===== src/design/button_debounce_click_long_press_defines.svh =====
// Assertion macros used by the top-level design file.
`ifndef BUTTON_DEBOUNCE_CLICK_LONG_PRESS_DEFINES_SVH
`define BUTTON_DEBOUNCE_CLICK_LONG_PRESS_DEFINES_SVH

`ifndef SYNTHESIS
`define BDCL_ASSERT_SAME(label, clk, rst_n, ante, cons) \
    label: assert property (@(posedge clk) disable iff (!rst_n) (ante) |-> (cons)) \
        else $error("same-cycle property failed");
`define BDCL_ASSERT_NEXT(label, clk, rst_n, ante, cons) \
    label: assert property (@(posedge clk) disable iff (!rst_n) (ante) |=> (cons)) \
        else $error("next-cycle property failed");
`else
`define BDCL_ASSERT_SAME(label, clk, rst_n, ante, cons)
`define BDCL_ASSERT_NEXT(label, clk, rst_n, ante, cons)
`endif

`endif


===== src/design/bdcl_pkg.sv =====
package bdcl_pkg;

    localparam int TIME_W    = 32;
    localparam int CFG_W     = 16;
    localparam int CFG_IDX_W = 8;
    localparam int NUM_EV    = 7;
    localparam int CODE_W    = 3;
    localparam int Q_DEPTH   = 4;

    typedef enum logic [CODE_W-1:0] {
        EV_ENC_PRESS    = 3'd0,
        EV_ENC_RELEASE  = 3'd1,
        EV_ENC_CLICK    = 3'd2,
        EV_ENC_LONG     = 3'd3,
        EV_BACK_PRESS   = 3'd4,
        EV_BACK_RELEASE = 3'd5,
        EV_BACK_CLICK   = 3'd6
    } t_ev_code;

    typedef enum logic [CFG_IDX_W-1:0] {
        REG_DEBOUNCE   = 8'd0,
        REG_LONG_PRESS = 8'd1
    } t_reg_idx;

    localparam logic [CFG_W-1:0] DEBOUNCE_RST   = 16'd30;
    localparam logic [CFG_W-1:0] LONG_PRESS_RST = 16'd600;

    typedef struct packed {
        logic [CFG_W-1:0] debounce_ms;
        logic [CFG_W-1:0] long_press_ms;
    } t_cfg;

    // One poll's worth of events, bit i set means event code i occurred.
    typedef struct packed {
        logic [NUM_EV-1:0] mask;
        logic [TIME_W-1:0] time_ms;
        logic              held;
    } t_rec;

    typedef struct packed {
        logic full;
        logic empty;
    } t_q_status;

endpackage


===== src/design/bdcl_ifs.sv =====
interface bdcl_poll_if;
    logic        valid;
    logic        ready;
    logic [31:0] now_ms;
    logic        encoder_key_down;
    logic        back_key_down;

    modport source (output valid, now_ms, encoder_key_down, back_key_down, input ready);
    modport sink   (input valid, now_ms, encoder_key_down, back_key_down, output ready);
endinterface

interface bdcl_event_if;
    logic        valid;
    logic        ready;
    logic [2:0]  event_code;
    logic [31:0] event_time_ms;
    logic        encoder_held;
    logic        last_of_step;

    modport source (output valid, event_code, event_time_ms, encoder_held, last_of_step,
                    input ready);
    modport sink   (input valid, event_code, event_time_ms, encoder_held, last_of_step,
                    output ready);
endinterface

interface bdcl_cfg_if;
    logic        valid;
    logic        ready;
    logic [7:0]  index;
    logic [15:0] data;

    modport source (output valid, index, data, input ready);
    modport sink   (input valid, index, data, output ready);
endinterface


===== src/design/bdcl_front.sv =====
module bdcl_front (
    input  logic                i_clk,
    input  logic                i_rst_n,
    input  bdcl_pkg::t_cfg      i_cfg,
    bdcl_poll_if.sink           i_poll,
    input  bdcl_pkg::t_q_status i_q_status,
    output logic                o_push,
    output bdcl_pkg::t_rec      o_rec
);
    import bdcl_pkg::*;

    logic              r_enc_raw, n_enc_raw;
    logic              r_enc_stable, n_enc_stable;
    logic [TIME_W-1:0] r_enc_changed_at, n_enc_changed_at;
    logic [TIME_W-1:0] r_enc_pressed_at, n_enc_pressed_at;
    logic              r_enc_long_sent, n_enc_long_sent;
    logic              r_back_raw, n_back_raw;
    logic              r_back_stable, n_back_stable;
    logic [TIME_W-1:0] r_back_changed_at, n_back_changed_at;

    logic [TIME_W-1:0] now;
    logic [TIME_W-1:0] debounce_w;
    logic [TIME_W-1:0] long_w;
    logic              enc_flip;
    logic              back_flip;
    logic              accept;
    logic [NUM_EV-1:0] mask;

    assign now        = i_poll.now_ms;
    assign debounce_w = {{(TIME_W-CFG_W){1'b0}}, i_cfg.debounce_ms};
    assign long_w     = {{(TIME_W-CFG_W){1'b0}}, i_cfg.long_press_ms};
    assign i_poll.ready = !i_q_status.full;
    assign accept     = i_poll.valid && i_poll.ready;

    always_comb begin
        mask = '0;

        n_enc_raw        = i_poll.encoder_key_down;
        n_enc_changed_at = (i_poll.encoder_key_down != r_enc_raw) ? now : r_enc_changed_at;
        enc_flip = (n_enc_raw != r_enc_stable) && ((now - n_enc_changed_at) >= debounce_w);
        n_enc_stable     = enc_flip ? n_enc_raw : r_enc_stable;
        n_enc_pressed_at = r_enc_pressed_at;
        n_enc_long_sent  = r_enc_long_sent;
        if (enc_flip) begin
            n_enc_long_sent = 1'b0;
            if (n_enc_raw) begin
                n_enc_pressed_at   = now;
                mask[EV_ENC_PRESS] = 1'b1;
            end else begin
                mask[EV_ENC_RELEASE] = 1'b1;
                mask[EV_ENC_CLICK]   = !r_enc_long_sent;
            end
        end
        if (n_enc_stable && !n_enc_long_sent && ((now - n_enc_pressed_at) >= long_w)) begin
            n_enc_long_sent   = 1'b1;
            mask[EV_ENC_LONG] = 1'b1;
        end

        n_back_raw        = i_poll.back_key_down;
        n_back_changed_at = (i_poll.back_key_down != r_back_raw) ? now : r_back_changed_at;
        back_flip = (n_back_raw != r_back_stable) && ((now - n_back_changed_at) >= debounce_w);
        n_back_stable     = back_flip ? n_back_raw : r_back_stable;
        if (back_flip) begin
            if (n_back_raw) begin
                mask[EV_BACK_PRESS] = 1'b1;
            end else begin
                mask[EV_BACK_RELEASE] = 1'b1;
                mask[EV_BACK_CLICK]   = 1'b1;
            end
        end
    end

    // Every event of a poll sees the encoder state left after the encoder key was handled.
    assign o_rec.mask    = mask;
    assign o_rec.time_ms = now;
    assign o_rec.held    = n_enc_stable;
    assign o_push        = accept && (mask != '0);

    always_ff @(posedge i_clk) begin
        if (!i_rst_n) begin
            r_enc_raw         <= 1'b0;
            r_enc_stable      <= 1'b0;
            r_enc_changed_at  <= '0;
            r_enc_pressed_at  <= '0;
            r_enc_long_sent   <= 1'b0;
            r_back_raw        <= 1'b0;
            r_back_stable     <= 1'b0;
            r_back_changed_at <= '0;
        end else if (accept) begin
            r_enc_raw         <= n_enc_raw;
            r_enc_stable      <= n_enc_stable;
            r_enc_changed_at  <= n_enc_changed_at;
            r_enc_pressed_at  <= n_enc_pressed_at;
            r_enc_long_sent   <= n_enc_long_sent;
            r_back_raw        <= n_back_raw;
            r_back_stable     <= n_back_stable;
            r_back_changed_at <= n_back_changed_at;
        end
    end

endmodule


===== src/design/bdcl_fifo.sv =====
module bdcl_fifo #(
    parameter int DEPTH = bdcl_pkg::Q_DEPTH
) (
    input  logic                i_clk,
    input  logic                i_rst_n,
    input  logic                i_push,
    input  bdcl_pkg::t_rec      i_rec,
    input  logic                i_pop,
    output bdcl_pkg::t_rec      o_head,
    output bdcl_pkg::t_q_status o_status
);
    import bdcl_pkg::*;

    localparam int AW = (DEPTH > 1) ? $clog2(DEPTH) : 1;
    localparam int CW = $clog2(DEPTH + 1);

    t_rec          r_mem [DEPTH];
    logic [AW-1:0] r_wr_ptr, n_wr_ptr;
    logic [AW-1:0] r_rd_ptr, n_rd_ptr;
    logic [CW-1:0] r_count, n_count;
    logic          do_push;
    logic          do_pop;

    assign o_status.full  = (r_count == CW'(DEPTH));
    assign o_status.empty = (r_count == '0);
    assign do_push = i_push && !o_status.full;
    assign do_pop  = i_pop && !o_status.empty;
    assign o_head  = r_mem[r_rd_ptr];

    always_comb begin
        n_wr_ptr = r_wr_ptr;
        n_rd_ptr = r_rd_ptr;
        n_count  = r_count;
        if (do_push) begin
            n_wr_ptr = (r_wr_ptr == AW'(DEPTH - 1)) ? '0 : r_wr_ptr + 1'b1;
        end
        if (do_pop) begin
            n_rd_ptr = (r_rd_ptr == AW'(DEPTH - 1)) ? '0 : r_rd_ptr + 1'b1;
        end
        if (do_push && !do_pop) begin
            n_count = r_count + 1'b1;
        end else if (do_pop && !do_push) begin
            n_count = r_count - 1'b1;
        end
    end

    always_ff @(posedge i_clk) begin
        if (do_push) begin
            r_mem[r_wr_ptr] <= i_rec;
        end
    end

    always_ff @(posedge i_clk) begin
        if (!i_rst_n) begin
            r_wr_ptr <= '0;
            r_rd_ptr <= '0;
            r_count  <= '0;
        end else begin
            r_wr_ptr <= n_wr_ptr;
            r_rd_ptr <= n_rd_ptr;
            r_count  <= n_count;
        end
    end

endmodule


===== src/design/bdcl_back.sv =====
module bdcl_back (
    input  logic                i_clk,
    input  logic                i_rst_n,
    input  bdcl_pkg::t_rec      i_head,
    input  bdcl_pkg::t_q_status i_q_status,
    output logic                o_pop,
    bdcl_event_if.source        o_event
);
    import bdcl_pkg::*;

    logic [NUM_EV-1:0] r_done, n_done;
    logic              r_valid;
    logic [CODE_W-1:0] r_code;
    logic [TIME_W-1:0] r_time;
    logic              r_held;
    logic              r_last;

    logic [NUM_EV-1:0] remaining;
    logic [NUM_EV-1:0] pick_bit;
    logic [CODE_W-1:0] pick_code;
    logic              pick_last;
    logic              can_load;
    logic              load;

    assign remaining = i_head.mask & ~r_done;
    assign can_load  = !r_valid || o_event.ready;
    assign load      = can_load && !i_q_status.empty;

    // Lowest pending code first, which matches the order events arise within a poll.
    always_comb begin
        pick_code = '0;
        for (int i = NUM_EV - 1; i >= 0; i--) begin
            if (remaining[i]) begin
                pick_code = CODE_W'(i);
            end
        end
        pick_bit  = NUM_EV'(1) << pick_code;
        pick_last = ((remaining & ~pick_bit) == '0);
    end

    assign o_pop = load && pick_last;

    always_comb begin
        n_done = r_done;
        if (load) begin
            n_done = pick_last ? '0 : (r_done | pick_bit);
        end
    end

    always_ff @(posedge i_clk) begin
        if (!i_rst_n) begin
            r_valid <= 1'b0;
            r_done  <= '0;
        end else begin
            r_done <= n_done;
            if (load) begin
                r_valid <= 1'b1;
            end else if (can_load) begin
                r_valid <= 1'b0;
            end
        end
    end

    always_ff @(posedge i_clk) begin
        if (load) begin
            r_code <= pick_code;
            r_time <= i_head.time_ms;
            r_held <= i_head.held;
            r_last <= pick_last;
        end
    end

    assign o_event.valid         = r_valid;
    assign o_event.event_code    = r_code;
    assign o_event.event_time_ms = r_time;
    assign o_event.encoder_held  = r_held;
    assign o_event.last_of_step  = r_last;

endmodule


===== src/design/button_debounce_click_long_press.sv =====
// Two-key debouncer: an encoder key with press, release, click and long-press events and a
// back key with press, release and click events. A poll is taken whenever the event queue
// (QDEPTH polls deep) has room; polls that cause no event never enter it. The output
// register sends one event per cycle while the receiver is ready, so the output side sets
// the sustained rate; a poll causes at most four events. Configuration writes are taken
// every cycle and are meant for an idle block.
`include "button_debounce_click_long_press_defines.svh"

module button_debounce_click_long_press #(
    parameter int QDEPTH = bdcl_pkg::Q_DEPTH
) (
    input  logic         i_clk,
    input  logic         i_rst_n,
    bdcl_poll_if.sink    i_poll,
    bdcl_cfg_if.sink     i_cfg,
    bdcl_event_if.source o_event
);
    import bdcl_pkg::*;

    logic [CFG_W-1:0] r_debounce_ms;
    logic [CFG_W-1:0] r_long_press_ms;
    t_cfg             cfg;
    t_rec             push_rec;
    t_rec             head_rec;
    t_q_status        q_status;
    logic             push;
    logic             pop;
    logic             ev_take;
    logic             ev_back_rel;
    logic             ev_back_click;
    logic             ev_enc_down;
    logic             ev_enc_up;

    assign i_cfg.ready       = 1'b1;
    assign cfg.debounce_ms   = r_debounce_ms;
    assign cfg.long_press_ms = r_long_press_ms;

    always_ff @(posedge i_clk) begin
        if (!i_rst_n) begin
            r_debounce_ms   <= DEBOUNCE_RST;
            r_long_press_ms <= LONG_PRESS_RST;
        end else if (i_cfg.valid) begin
            case (i_cfg.index)
                REG_DEBOUNCE:   r_debounce_ms   <= i_cfg.data;
                REG_LONG_PRESS: r_long_press_ms <= i_cfg.data;
                default: ;
            endcase
        end
    end

    bdcl_front u_front (
        .i_clk      (i_clk),
        .i_rst_n    (i_rst_n),
        .i_cfg      (cfg),
        .i_poll     (i_poll),
        .i_q_status (q_status),
        .o_push     (push),
        .o_rec      (push_rec)
    );

    bdcl_fifo #(
        .DEPTH (QDEPTH)
    ) u_fifo (
        .i_clk    (i_clk),
        .i_rst_n  (i_rst_n),
        .i_push   (push),
        .i_rec    (push_rec),
        .i_pop    (pop),
        .o_head   (head_rec),
        .o_status (q_status)
    );

    bdcl_back u_back (
        .i_clk      (i_clk),
        .i_rst_n    (i_rst_n),
        .i_head     (head_rec),
        .i_q_status (q_status),
        .o_pop      (pop),
        .o_event    (o_event)
    );

    assign ev_take       = o_event.valid && o_event.ready;
    assign ev_back_rel   = (o_event.event_code == EV_BACK_RELEASE);
    assign ev_back_click = o_event.valid && (o_event.event_code == EV_BACK_CLICK);
    assign ev_enc_down   = o_event.valid && ((o_event.event_code == EV_ENC_PRESS) ||
                                             (o_event.event_code == EV_ENC_LONG));
    assign ev_enc_up     = o_event.valid && ((o_event.event_code == EV_ENC_RELEASE) ||
                                             (o_event.event_code == EV_ENC_CLICK));

    // The rest of a poll's events are already queued, so they follow without a gap.
    `BDCL_ASSERT_NEXT(a_step_no_gap, i_clk, i_rst_n, ev_take && !o_event.last_of_step, o_event.valid)
    `BDCL_ASSERT_NEXT(a_back_click_follows, i_clk, i_rst_n, ev_take && ev_back_rel, ev_back_click)
    `BDCL_ASSERT_SAME(a_held_on_press, i_clk, i_rst_n, ev_enc_down, o_event.encoder_held)
    `BDCL_ASSERT_SAME(a_released_on_release, i_clk, i_rst_n, ev_enc_up, !o_event.encoder_held)

endmodule


===== src/flat_wrapper.sv =====
// flat-port wrapper written by rule: the top's interface ports become plain ports
module button_debounce_click_long_press_flat import bdcl_pkg::*;
#(
    parameter int QDEPTH = bdcl_pkg::Q_DEPTH
)
  (i_clk, i_rst_n, i_poll_valid, i_poll_now_ms, i_poll_encoder_key_down, i_poll_back_key_down, i_poll_ready, i_cfg_valid, i_cfg_index, i_cfg_data, i_cfg_ready, o_event_valid, o_event_event_code, o_event_event_time_ms, o_event_encoder_held, o_event_last_of_step, o_event_ready);
  bdcl_poll_if i_poll_i ();
  bdcl_cfg_if i_cfg_i ();
  bdcl_event_if o_event_i ();
  input  logic i_clk;
  input  logic i_rst_n;
  input wire logic [$bits(i_poll_i.valid)-1:0] i_poll_valid;
  input wire logic [$bits(i_poll_i.now_ms)-1:0] i_poll_now_ms;
  input wire logic [$bits(i_poll_i.encoder_key_down)-1:0] i_poll_encoder_key_down;
  input wire logic [$bits(i_poll_i.back_key_down)-1:0] i_poll_back_key_down;
  output wire logic [$bits(i_poll_i.ready)-1:0] i_poll_ready;
  input wire logic [$bits(i_cfg_i.valid)-1:0] i_cfg_valid;
  input wire logic [$bits(i_cfg_i.index)-1:0] i_cfg_index;
  input wire logic [$bits(i_cfg_i.data)-1:0] i_cfg_data;
  output wire logic [$bits(i_cfg_i.ready)-1:0] i_cfg_ready;
  output wire logic [$bits(o_event_i.valid)-1:0] o_event_valid;
  output wire logic [$bits(o_event_i.event_code)-1:0] o_event_event_code;
  output wire logic [$bits(o_event_i.event_time_ms)-1:0] o_event_event_time_ms;
  output wire logic [$bits(o_event_i.encoder_held)-1:0] o_event_encoder_held;
  output wire logic [$bits(o_event_i.last_of_step)-1:0] o_event_last_of_step;
  input wire logic [$bits(o_event_i.ready)-1:0] o_event_ready;
  assign i_poll_i.valid = i_poll_valid;
  assign i_poll_i.now_ms = i_poll_now_ms;
  assign i_poll_i.encoder_key_down = i_poll_encoder_key_down;
  assign i_poll_i.back_key_down = i_poll_back_key_down;
  assign i_poll_ready = i_poll_i.ready;
  assign i_cfg_i.valid = i_cfg_valid;
  assign i_cfg_i.index = i_cfg_index;
  assign i_cfg_i.data = i_cfg_data;
  assign i_cfg_ready = i_cfg_i.ready;
  assign o_event_valid = o_event_i.valid;
  assign o_event_event_code = o_event_i.event_code;
  assign o_event_event_time_ms = o_event_i.event_time_ms;
  assign o_event_encoder_held = o_event_i.encoder_held;
  assign o_event_last_of_step = o_event_i.last_of_step;
  assign o_event_i.ready = o_event_ready;
  button_debounce_click_long_press #(.QDEPTH(QDEPTH)) u_core (.i_clk(i_clk), .i_rst_n(i_rst_n), .i_poll(i_poll_i), .i_cfg(i_cfg_i), .o_event(o_event_i));
endmodule

===== config.mk =====
export PLATFORM = sky130hd
export DESIGN_NAME = button_debounce_click_long_press_flat
export DESIGN_NICKNAME = d
export VERILOG_FILES = /design/src/design/bdcl_pkg.sv /design/src/design/bdcl_ifs.sv /design/src/design/bdcl_front.sv /design/src/design/bdcl_fifo.sv /design/src/design/bdcl_back.sv /design/src/design/button_debounce_click_long_press.sv /design/src/flat_wrapper.sv
export VERILOG_INCLUDE_DIRS = /design/src /design/src/design
export SDC_FILE = /design/constraint.sdc
export NUM_CORES = 1
export LEC_CHECK = 0
export ABC_AREA = 1
export BUFFER_PORTS_ARGS = -buffer_cell sky130_fd_sc_hd__buf_2
export CORE_MARGIN = 5
export CORE_UTILIZATION = 40
export CTS_CLUSTER_DIAMETER = 80
export DETAILED_ROUTE_END_ITERATION = 16
export GPL_ROUTABILITY_DRIVEN = 0
export SYNTH_ARGS = -nofsm -noshare
export SYNTH_HDL_FRONTEND = slang
export SYNTH_HIERARCHICAL = 1
export SYNTH_SLANG_ARGS = --single-unit

===== constraint.sdc =====
create_clock -name i_clk -period 11 [get_ports i_clk]
set_clock_uncertainty 0.2 [all_clocks]
set_input_delay 2.2 -clock i_clk [delete_from_list [all_inputs] [get_ports i_clk]]
set_output_delay 2.2 -clock i_clk [all_outputs]
set_load 0.1 [all_outputs]

# Word-level counts from Yosys, hierarchy flattened
# Memories as Yosys holds them, arrays and structs flattened. A register that Yosys moved wholly into a read port is not among the register bits.
# Index checks and enable logic that the tools add are counted.
# totals
word_cells	105
n_memories	1
mem_bits_rw	160
latch_bits	0
regBits	185
romBits	0
# memory_table
name	words	width	read_ports	rd_clocked_by_memory_dff	wr	line_no	text
u_core.u_fifo.r_mem	4	40	1	1	1	bdcl_fifo.sv:17	t_rec r_mem [DEPTH];
# classes
eq_ne	8
n_addsub	7
bitwise_logic	5
order_cmp	3
n_mux	32
mul	0
shifts	1
n_div	0
n_reduce_logical	29
# op_table
cell	count
32-bit two-way mux	4
32-bit by 16-bit >= comparator with 1-bit output	3
32-bit subtractor	3
3-bit two-way mux	11
7-bit bitwise AND	2
7-bit NOT	2
1-bit logical AND	12
2-bit two-way mux	6
1-bit two-way mux	10
8-bit by 1-bit == test with 1-bit output, second input constant	1
8-bit zero test	1
1-bit zero test	7
7-bit zero test	1
7-bit two-way mux	1
7-bit OR	1
7-bit nonzero test	1
1-bit by 3-bit left shift with 7-bit output, first input constant	1
2-bit AND reduction	3
2-bit by 1-bit adder with 2-bit output, second input constant	2
2-bit == test, second input constant	2
1-bit inequality test	4
2-bit nonzero test	2
3-bit by 1-bit adder with 3-bit output, second input constant	1
3-bit == test, second input constant	1
other kinds (3)	3

# Longest topological paths before layout
# Gate-level depths: netlist of the first run.
# logic_depth
word_depth	18
ltp_mapped	73
depth_no_buf	68

# Modules after synthesis
# Netlist of the first run, hierarchy kept.
# modules_own_cells
mod	seq_area_each_um2	n_inst	cells_each	area_each_um2
bdcl_front	2021.9	1	2000	12182.9
bdcl_fifo	4984.8	1	459	6550.0
bdcl_back	1271.2	1	140	1778.0
button_debounce_click_long_press	640.6	1	195	1395.1

# Least setup slack after synthesis of the first run
# OpenSTA, ideal clock, no wires.
# synth_path
kind	input to register
from	input i_poll_encoder_key_down
to	memory u_core/u_fifo/r_mem[0][0] (netlist name), enable pin
path_slack_ns	-0.500
t_required_ns	10.363
cell_stages	64
arrival_time_ns	10.863
setup_ns	0.437
n_path_buf	5
path_cell_list	inv_2 > nand2_2 > nand2_4 > buf_6 > clkbuf_1 > clkbuf_1 > nand2_1 > o21ai_0 > ha_1 > inv_1 > ha_1 > inv_1 > nand2_1 > nand3_1 > nand3_1 > xor2_1 > ha_1 > nand2_1 > [28 not listed] > xor2_1 > ha_1 > nand4_1 > o221ai_1 > a21oi_1 > nor2_1 > a211oi_1 > nand2_1 > inv_1 > nand2_1 > nor2_1 > nand2_1 > nor2_1 > nand3_2 > nand2_1 > a21oi_1 > nand2_2 > nor2_1
# synth_between
elab_chain_len	15
elab_cells_between_ends	24
# synth_lines
element	line_no	text
from (decl)	flat_wrapper.sv:14	input wire logic [$bits(i_poll_i.encoder_key_down)-1:0] i_poll_encoder_key_down;
1-bit inequality test	bdcl_front.sv:39	n_enc_changed_at = (i_poll.encoder_key_down != r_enc_raw) ? now : r_enc_changed_at;
32-bit two-way mux	bdcl_front.sv:39	
named net u_core.u_front.n_enc_changed_at[0]	bdcl_front.sv:14	logic [TIME_W-1:0] r_enc_changed_at, n_enc_changed_at;
32-bit subtractor	bdcl_front.sv:40	enc_flip = (n_enc_raw != r_enc_stable) && ((now - n_enc_changed_at) >= debounce_w);
32-bit by 16-bit >= comparator with 1-bit output	bdcl_front.sv:40	
1-bit logical AND	bdcl_front.sv:40	
32-bit two-way mux	bdcl_front.sv:44	if (enc_flip) begin
named net u_core.u_front.n_enc_pressed_at[0]	bdcl_front.sv:15	logic [TIME_W-1:0] r_enc_pressed_at, n_enc_pressed_at;
[2 not listed]	--	
1-bit logical AND	bdcl_front.sv:54	if (n_enc_stable && !n_enc_long_sent && ((now - n_enc_pressed_at) >= long_w)) begin
1-bit two-way mux	bdcl_front.sv:54	
7-bit nonzero test	bdcl_front.sv:77	assign o_push = accept && (mask != '0);
1-bit logical AND	bdcl_front.sv:77	
named net u_core.push	button_debounce_click_long_press.sv:26	logic push;
1-bit logical AND	bdcl_fifo.sv:26	assign do_push = i_push && !o_status.full;
1-bit two-way mux	bdcl_fifo.sv:48	if (do_push) begin
1-bit two-way mux (not written as such)	bdcl_fifo.sv:49	r_mem[r_wr_ptr] <= i_rec;
to (decl)	bdcl_fifo.sv:17	
# The timed path passes the listed nets, and every way through them passes these cells.

# Worst setup path after layout of the first run
# layout_path
from	input i_poll_encoder_key_down
to	memory u_core/u_fifo/r_mem[2][23] (netlist name), enable pin
# layout_between
elab_chain_len	15
elab_cells_between_ends	24
# layout_lines
element	line_no
1-bit inequality test	bdcl_front.sv:39
32-bit two-way mux	bdcl_front.sv:39
32-bit subtractor	bdcl_front.sv:40
32-bit by 16-bit >= comparator with 1-bit output	bdcl_front.sv:40
1-bit logical AND	bdcl_front.sv:40
32-bit two-way mux (*)	bdcl_front.sv:44
named net u_core.u_front.n_enc_pressed_at[0]	bdcl_front.sv:15
32-bit subtractor (*)	bdcl_front.sv:54
32-bit by 16-bit >= comparator with 1-bit output (*)	bdcl_front.sv:54
1-bit logical AND (*)	bdcl_front.sv:54
1-bit two-way mux (*)	bdcl_front.sv:54
7-bit nonzero test (*)	bdcl_front.sv:77
1-bit logical AND (*)	bdcl_front.sv:77
named net u_core.push	button_debounce_click_long_press.sv:26
1-bit logical AND (*)	bdcl_fifo.sv:26
1-bit two-way mux (*)	bdcl_fifo.sv:48
1-bit two-way mux (not written as such) (*)	bdcl_fifo.sv:49
# The timed path passes the listed nets; every way through them passes the cells marked *.

==> flow_metrics.py, run 1 <==
metrics = {
    "yosys": {
        "yosys_warns": 6,
        "number_of_synthesized_register_bits": 347,
        "synth_enable_flop_cells": 197,
        "yosys_cell_types": 57,
        "syn-cell-area_mm2": 0.0219,
        "synth_common_cells": "nand2_1 (515), inv_1 (399), nor2_1 (295), o21ai_0 (216), edfxtp_1 (197)",
        "synth-seq-area-share": 0.407,
        "synth_top_flop_cell": "edfxtp_1",
        "async_reset_ff_frac": 0,
        "synthesis.instances": 2794,
        "yosys.area.top_type_share": 0.270,
        "yosys.cell_count.top_type": "nand2_1",
        "synth.net_count": 2994,
        "synth_largest_area_cell": "edfxtp_1",
        "syn_avg_cell_area_um2": 7.84,
        "synth.area.top_cells": "edfxtp_1 (27%), dfxtp_1 (14%), nand2_1 (8.8%), ha_1 (7.7%), inv_1 (6.8%)",
    },
    "sta": {
        "finalSetupViolCount": 0,
        "timing.final.ws_setup_ns": 0.570,
        "post-route-period-util": 0.948,
        "finalWorstPathRequiredPeriod_ns": 10.43,
        "slew_viol_final": 0,
        "timing.slew.headroom": 0.246,
        "final.hold.worst_slack_ns": 0.257,
        "worst_slew_pin_slew_ns": 1.13,
        "final.setup.tns_ns": 0,
        "final_hold_viol_count": 0,
        "clock.fmax_ghz": 0.0959,
        "grt_setup_unrepaired": "false",
    },
    "clocking": {
        "root_buffer_cell": "clkbuf_16",
        "clk_latency_ns": 0.55,
        "clock_path_buffers": 3,
        "cts_tree": "built",
        "numCtsBuffers": 38,
        "clkSlewWorstSetupHoldPaths_ns": 0.06,
        "htree_levels": 2,
        "cts.sinks": 347,
    },
    "critical_path": {
        "r2r_end": "u_core/u_fifo/r_mem[2][23]",
        "slack_of_the_worst_reg_to_reg_path_ns": 2.02,
        "required_ns": 11.03,
        "worstPathArrival_ns": 10.46,
        "kind_of_start_point_of_the_critical_path": "primary input",
        "cp_top_family": "simple AND/OR/NAND/NOR gates",
        "critPathMostFrequentCell": "nand2_1",
        "r2r.worst_path.cells": 55,
        "timing.critical_path.to_type": "flip-flop",
        "critPathMaxFanout": 32,
        "cp_slowest_cell": "nor2_4",
        "rr_startpoint": "u_core/u_front/r_enc_raw",
        "crit_type": "in2reg",
        "critical_path_buf_inv_count": 8,
        "worst_path_largest_cell_delay_ns": 0.64,
    },
    "pwr": {
        "clock_power_share": 0.230,
        "maximum_vdd_ir_drop_mv": 0.139,
        "fin_total_pwr_mw": 5.24,
        "power_switching_mw": 2.27,
        "leakagePower_nw": 10.8,
        "power_per_cell_area_mw_per_mm2": 218,
        "p_sw_frac": 0.434,
        "pwr-share-seq": 0.326,
        "power.internal_mw": 2.97,
        "power.share.combinational": 0.444,
    },
    "grt": {
        "grt-ovfl-total": 0,
        "first_pass_grt_wire_length_mm": 95.3,
        "largest_net_degree_at_the_start_of_global_routing": 119,
        "grt_pass1_vias": 18128,
        "antenna_violations_before_repair": 2,
        "grt_usage": 0.196,
    },
    "min_path": {
        "holdPathEnd": "u_core/r_long_press_ms[6]",
        "hold_path.startpoint": "u_core/r_long_press_ms[6]",
        "holdPathStages": 2,
        "hold_class": "reg2reg",
    },
    "routing": {
        "vias": 18971,
        "dr.first_iter.drc_count": 1684,
        "wl_per_cell_um": 17.0,
        "first_pass_detailed_route_iteration_total": 6,
        "totalWireLength_mm": 60.8,
        "drc": 0,
        "via_per_inst": 5.30,
        "antenna_violating_nets_post_route": 0,
    },
    "die": {
        "floorplan.io_pins": 103,
        "coreArea_mm2": 0.0540,
        "std_cell_rows": 85,
        "initial_utilization": 0.405,
        "floorplan.die_area_mm2": 0.0595,
        "die_w_um": 244,
        "floorplan.die.height_um": 244,
    },
    "finish": {
        "nets": 3053,
        "finish.cell_count_without_fillers": 3580,
        "area_growth_from_synthesis_to_layout_pct": 9.86,
        "n_fill_cell": 5325,
        "share_of_post_route_cells_with_drive_strength_above_1": 0.120,
    },
    "run_status": {
        "run_status": "completed",
    },
    "place": {
        "place_hpwl_mm": 45.6,
        "post-place-cells": 3507,
        "place_ws_ns": -0.0544,
        "port_buffers": 101,
    },
    "job": {
        "maxCapViolations": 0,
    },
}
-- flip-flops by register name (all words and copies together), names as in the netlist, 2 cells and up, named ones only --
signal,count
u_core/r_debounce_ms,16
u_core/r_long_press_ms,16
u_core/u_back/o_event.event_code,3
u_core/u_back/o_event.event_time_ms,32
u_core/u_back/r_done,7
u_core/u_fifo/r_count,3
u_core/u_fifo/r_mem,160
u_core/u_fifo/r_rd_ptr,2
u_core/u_fifo/r_wr_ptr,2
u_core/u_front/r_back_changed_at,32
u_core/u_front/r_enc_changed_at,32
u_core/u_front/r_enc_pressed_at,32
-- kinds of logic after synthesis --
kind of cell / Yosys count / synth area share
AOI/OAI and AO/OA: 599 / 0.153
xor gates and xnor gates: 61 / 0.0247
adders and majority gates: 137 / 0.0793
buffers and inverters: 543 / 0.110
DFF: 347 / 0.407
muxes: 4 / 0.00183
other: 1 / 0.000171
and+or+nand+nor: 1102 / 0.224
-- cell usage in the layout, fill, tap and decap left out, types with 14 or more instances in the layout --
master     synthesis  layout
nand2_2           44      45
inv_1            399     399
buf_4             41      39
nor2_2            17      16
nor2_4             9      14
nor2_1           295     291
o21ai_0          216     209
nand3_2           25      25
edfxtp_1         197     197
nand2_1          515     514
nor3_1            30      30
nand3_1          114     114
o22ai_1           40      40
buf_2             10     100
dfxtp_1          150     149
o21ai_1           46      53
clkbuf_16          0      39
a21oi_1          187     186
xnor2_1           24      24
xor2_1            36      35
nand4_1           31      31
ha_1             134     133
inv_2             16      15
o211ai_1          59      59
-- stage by stage --
stage | area, µm² | utilization
floorplan | 21900 | -
global placement | 22800 | 0.423
detailed placement | 22800 | 0.423
CTS | 24000 | 0.445
global route | 24100 | 0.445
finish | 24100 | 0.445
-- per-layer routing --
| layer | wire (µm) | part of all wire | global-route usage |
|---|---|---|---|
| met1 | 27100 | 0.45 | 0.259 |
| met2 | 28800 | 0.47 | 0.333 |
| met3 | 2960 | 0.049 | 0.0278 |
| met4 | 1920 | 0.032 | 0.0651 |
| met5 | 12 | 0.00020 | 0 |
-- layout make-up --
type	instances	area [µm²]	area share
multi-input combinational	1904	10700	0.443
clock inverter	16	109	0.00452
inverter	421	1610	0.0668
tap	696	871	0.0362
sequential	347	8920	0.371
clock buffer	54	1080	0.0450
timing repair buffer	141	825	0.0343
antenna	1	2.50	0.000104
-- power groups by stage --
stage | clock network [mW] | registers [mW] | logic [mW]
after floorplan | 0 | 2.21 | 1.34
after global placement | 0 | 1.73 | 2.26
after detailed placement | 0 | 1.74 | 2.30
after CTS | 1.24 | 1.71 | 2.31
after global routing | 1.30 | 1.73 | 2.56
final | 1.21 | 1.71 | 2.33
-- worst max path at each step --
stage	start	endpoint	slack, ns	cells past startpoint
2_1_floorplan	i_poll_encoder_key_down	u_core/u_fifo/r_mem[0][0]	-0.50	64
3_3_place_gp	i_poll_encoder_key_down	u_core/u_fifo/r_mem[3][19]	0.07	54
3_5_place_dp	i_poll_encoder_key_down	u_core/u_fifo/r_mem[3][22]	-0.05	52
4_1_cts	i_poll_encoder_key_down	u_core/u_fifo/r_mem[2][15]	0.51	52
5_1_grt	i_poll_encoder_key_down	u_core/u_fifo/r_count[1]	0.004	65
6_report	i_poll_encoder_key_down	u_core/u_fifo/r_mem[2][23]	0.57	56
-- worst min-delay path, delay by kind of cell (launching register included) --
family           cells  cell delay, ns
flip-flops           1            0.33
AND/OR/NAND/NOR      2            0.10
-- repair_timing --
item,CTS,global route
endpoints found under the setup margin,0,74
hold buffers,0,0
resized for setup,0,14
buffers inserted,0,2
(Power assumes the default switching activity.)
==> inputs of run 2 (changes only) <==
==> constraint.sdc (replaced) <==
create_clock -name i_clk -period 9.67 [get_ports i_clk]
set_clock_uncertainty 0.2 [all_clocks]
set_input_delay 1.934 -clock i_clk [delete_from_list [all_inputs] [get_ports i_clk]]
set_output_delay 1.934 -clock i_clk [all_outputs]
set_load 0.1 [all_outputs]
==> run 2 against run 1 <==
Critical path depth grew 7. Cell count grew 5.5%. Sequential share of layout area down 2.9 points. Largest cell class unchanged. Critical path type unchanged. Critical endpoint is now u_core/u_fifo/r_count[1]. Clock-buffer cell count down 7. Sequential cell count unchanged. Worst hold slack better by 0.0029 ns. Final area grew 8.6%.
==> flow_metrics.py, run 2 (synthesis results as in run 1) <==
metrics = {
    "run_status": {
        "run_status": "completed",
    },
    "place": {
        "place_hpwl_mm": 47.1,
        "port_buffers": 101,
        "post-place-cells": 3686,
    },
    "finish": {
        "finish.cell_count_without_fillers": 3778,
        "largest_reg_flops": 160,
        "mostFrequentLayoutCell": "nand2_1",
        "registers.top_by_ff_count": "u_core/u_fifo/r_mem",
        "utilization": 0.484,
        "n_fill_cell": 5143,
        "most_frequent_cells_in_the_layout": "nand2_1 (497), inv_1 (395), nor2_1 (282)",
        "nets": 3252,
        "area_growth_from_synthesis_to_layout_pct": 19.3,
        "share_of_post_route_cells_with_drive_strength_above_1": 0.199,
    },
    "pwr": {
        "power.share.combinational": 0.466,
        "clock_power_share": 0.233,
        "leakagePower_nw": 11.9,
        "pwr-share-seq": 0.301,
        "p_sw_frac": 0.421,
        "power_switching_mw": 2.72,
        "maximum_vdd_ir_drop_mv": 0.163,
        "power_per_cell_area_mw_per_mm2": 247,
        "power.internal_mw": 3.74,
    },
    "clocking": {
        "cts.sinks": 347,
        "clkSlewWorstSetupHoldPaths_ns": 0.06,
        "root_buffer_cell": "clkbuf_16",
        "postCtsHoldBufs": 0,
        "clk_latency_ns": 0.55,
        "cts_tree": "built",
        "htree_levels": 2,
        "numCtsBuffers": 39,
        "clock_path_buffers": 3,
    },
    "sta": {
        "finalSetupViolCount": 0,
        "slew_viol_final": 0,
        "timing.slew.headroom": 0.181,
        "finalWorstPathRequiredPeriod_ns": 9.27,
        "final.setup.tns_ns": 0,
        "final_hold_viol_count": 0,
        "post-route-period-util": 0.958,
        "worst_slew_pin_slew_ns": 1.22,
        "clock.fmax_ghz": 0.108,
    },
    "die": {
        "floorplan.die.height_um": 244,
        "coreArea_mm2": 0.0540,
        "floorplan.io_pins": 103,
        "floorplan.die_area_mm2": 0.0595,
        "std_cell_rows": 85,
        "initial_utilization": 0.405,
        "die_w_um": 244,
    },
    "grt": {
        "grt_pass1_vias": 18922,
        "largest_net_degree_at_the_start_of_global_routing": 112,
        "antenna_violations_before_repair": 1,
        "first_pass_grt_wire_length_mm": 98.1,
        "grt-ovfl-total": 0,
        "grt_usage": 0.202,
    },
    "job": {
        "maxCapViolations": 0,
    },
    "routing": {
        "dr.first_iter.drc_count": 1413,
        "drc": 0,
        "via_per_inst": 5.25,
        "vias": 19831,
        "antenna_violating_nets_post_route": 0,
        "first_pass_detailed_route_iteration_total": 6,
        "wl_per_cell_um": 16.7,
        "totalWireLength_mm": 63.1,
    },
    "critical_path": {
        "cp_slowest_cell": "fa_2",
        "kind_of_start_point_of_the_critical_path": "primary input",
        "r2r.worst_path.cells": 61,
        "worst_path_largest_cell_delay_ns": 0.41,
        "critPathMostFrequentCell": "nor2_1",
        "critPathMaxFanout": 11,
        "worstPathArrival_ns": 9.50,
        "crit_type": "in2reg",
        "required_ns": 9.91,
        "timing.critical_path.to_type": "flip-flop",
    },
    "min_path": {
        "holdPathStages": 2,
        "hold_class": "reg2reg",
    },
}
[run 2: cell count changes in the layout (fill, tap and decap cells not counted), sizes merged, moves of 2 or more]
cell    before  now
nand2      564  566
buf        141  337
clkbuf      54   47
bufinv       0    6
[run 2: final cells by class]
| class | instances | area, µm² | share of cell area |
|---|---|---|---|
| Clock inverter | 23 | 275 | 0.0105 |
| Inverter | 421 | 1620 | 0.0618 |
| Sequential cell | 347 | 8920 | 0.341 |
| Tap cell | 696 | 871 | 0.0333 |
| Timing Repair Buffer | 337 | 2370 | 0.0907 |
| Clock buffer | 47 | 1020 | 0.0389 |
| Multi-Input combinational cell | 1906 | 11100 | 0.423 |
| Antenna cell | 1 | 2.50 | 0.0000957 |
[run 2: power by group through the flow]
stage | sequential, mW | clock, mW | combinational (mW)
finish | 1.94 | 1.51 | 3.01
global route | 1.97 | 1.60 | 3.29
CTS | 1.94 | 1.54 | 2.89
detailed placement | 1.97 | 0 | 2.88
global placement | 1.96 | 0 | 2.83
floorplan | 2.51 | 0 | 1.55
[run 2: path summary, 6_finish.rpt]
kind / startpoint / slack, ns / to
hold / removal: u_core/r_long_press_ms[3] / 0.26 / u_core/r_long_press_ms[3]
setup / recovery: i_poll_encoder_key_down / 0.40 / u_core/u_fifo/r_count[1]
hold reg to reg: u_core/r_long_press_ms[3] / 0.26 / u_core/r_long_press_ms[3]
setup reg to reg: u_core/u_front/r_enc_raw / 1.28 / u_core/u_fifo/r_count[1]
[run 2: routing by layer]
layer  track usage  wire, µm  vias up
met5             0         0        -
met4        0.0577      1790        0
met3        0.0241      3050      110
met2         0.347     30000      546
met1         0.269     28200     9388
li1              -         -     9787
[run 2: repair_timing]
action | CTS | global route
setup buffers | 0 | 19
setup endpoints to repair | 0 | 163
hold endpoints to repair | 0 | 0
gates resized for setup | 0 | 114
[run 2: stage by stage]
step	hold slack, ns	cell area (µm²)	setup WS (ns)	power [mW]
6_report	0.260	26100	0.405	6.46
5_1_grt	0.271	26100	-0.135	6.86
4_1_cts	0.263	25500	0.271	6.38
3_5_place_dp	0.248	24300	-0.304	4.85
3_3_place_gp	0.247	24300	-0.156	4.79
2_1_floorplan	0.229	22000	0.00171	4.06
[run 2: worst max-delay path, delay by kind of cell]
| kind | cells | cell delay [ns] |
|---|---|---|
| simple gates | 30 | 2.67 |
| fa+ha+maj | 6 | 1.75 |
| compound gates | 14 | 1.70 |
| buf+inv | 11 | 0.99 |
| xor+xnor | 2 | 0.41 |
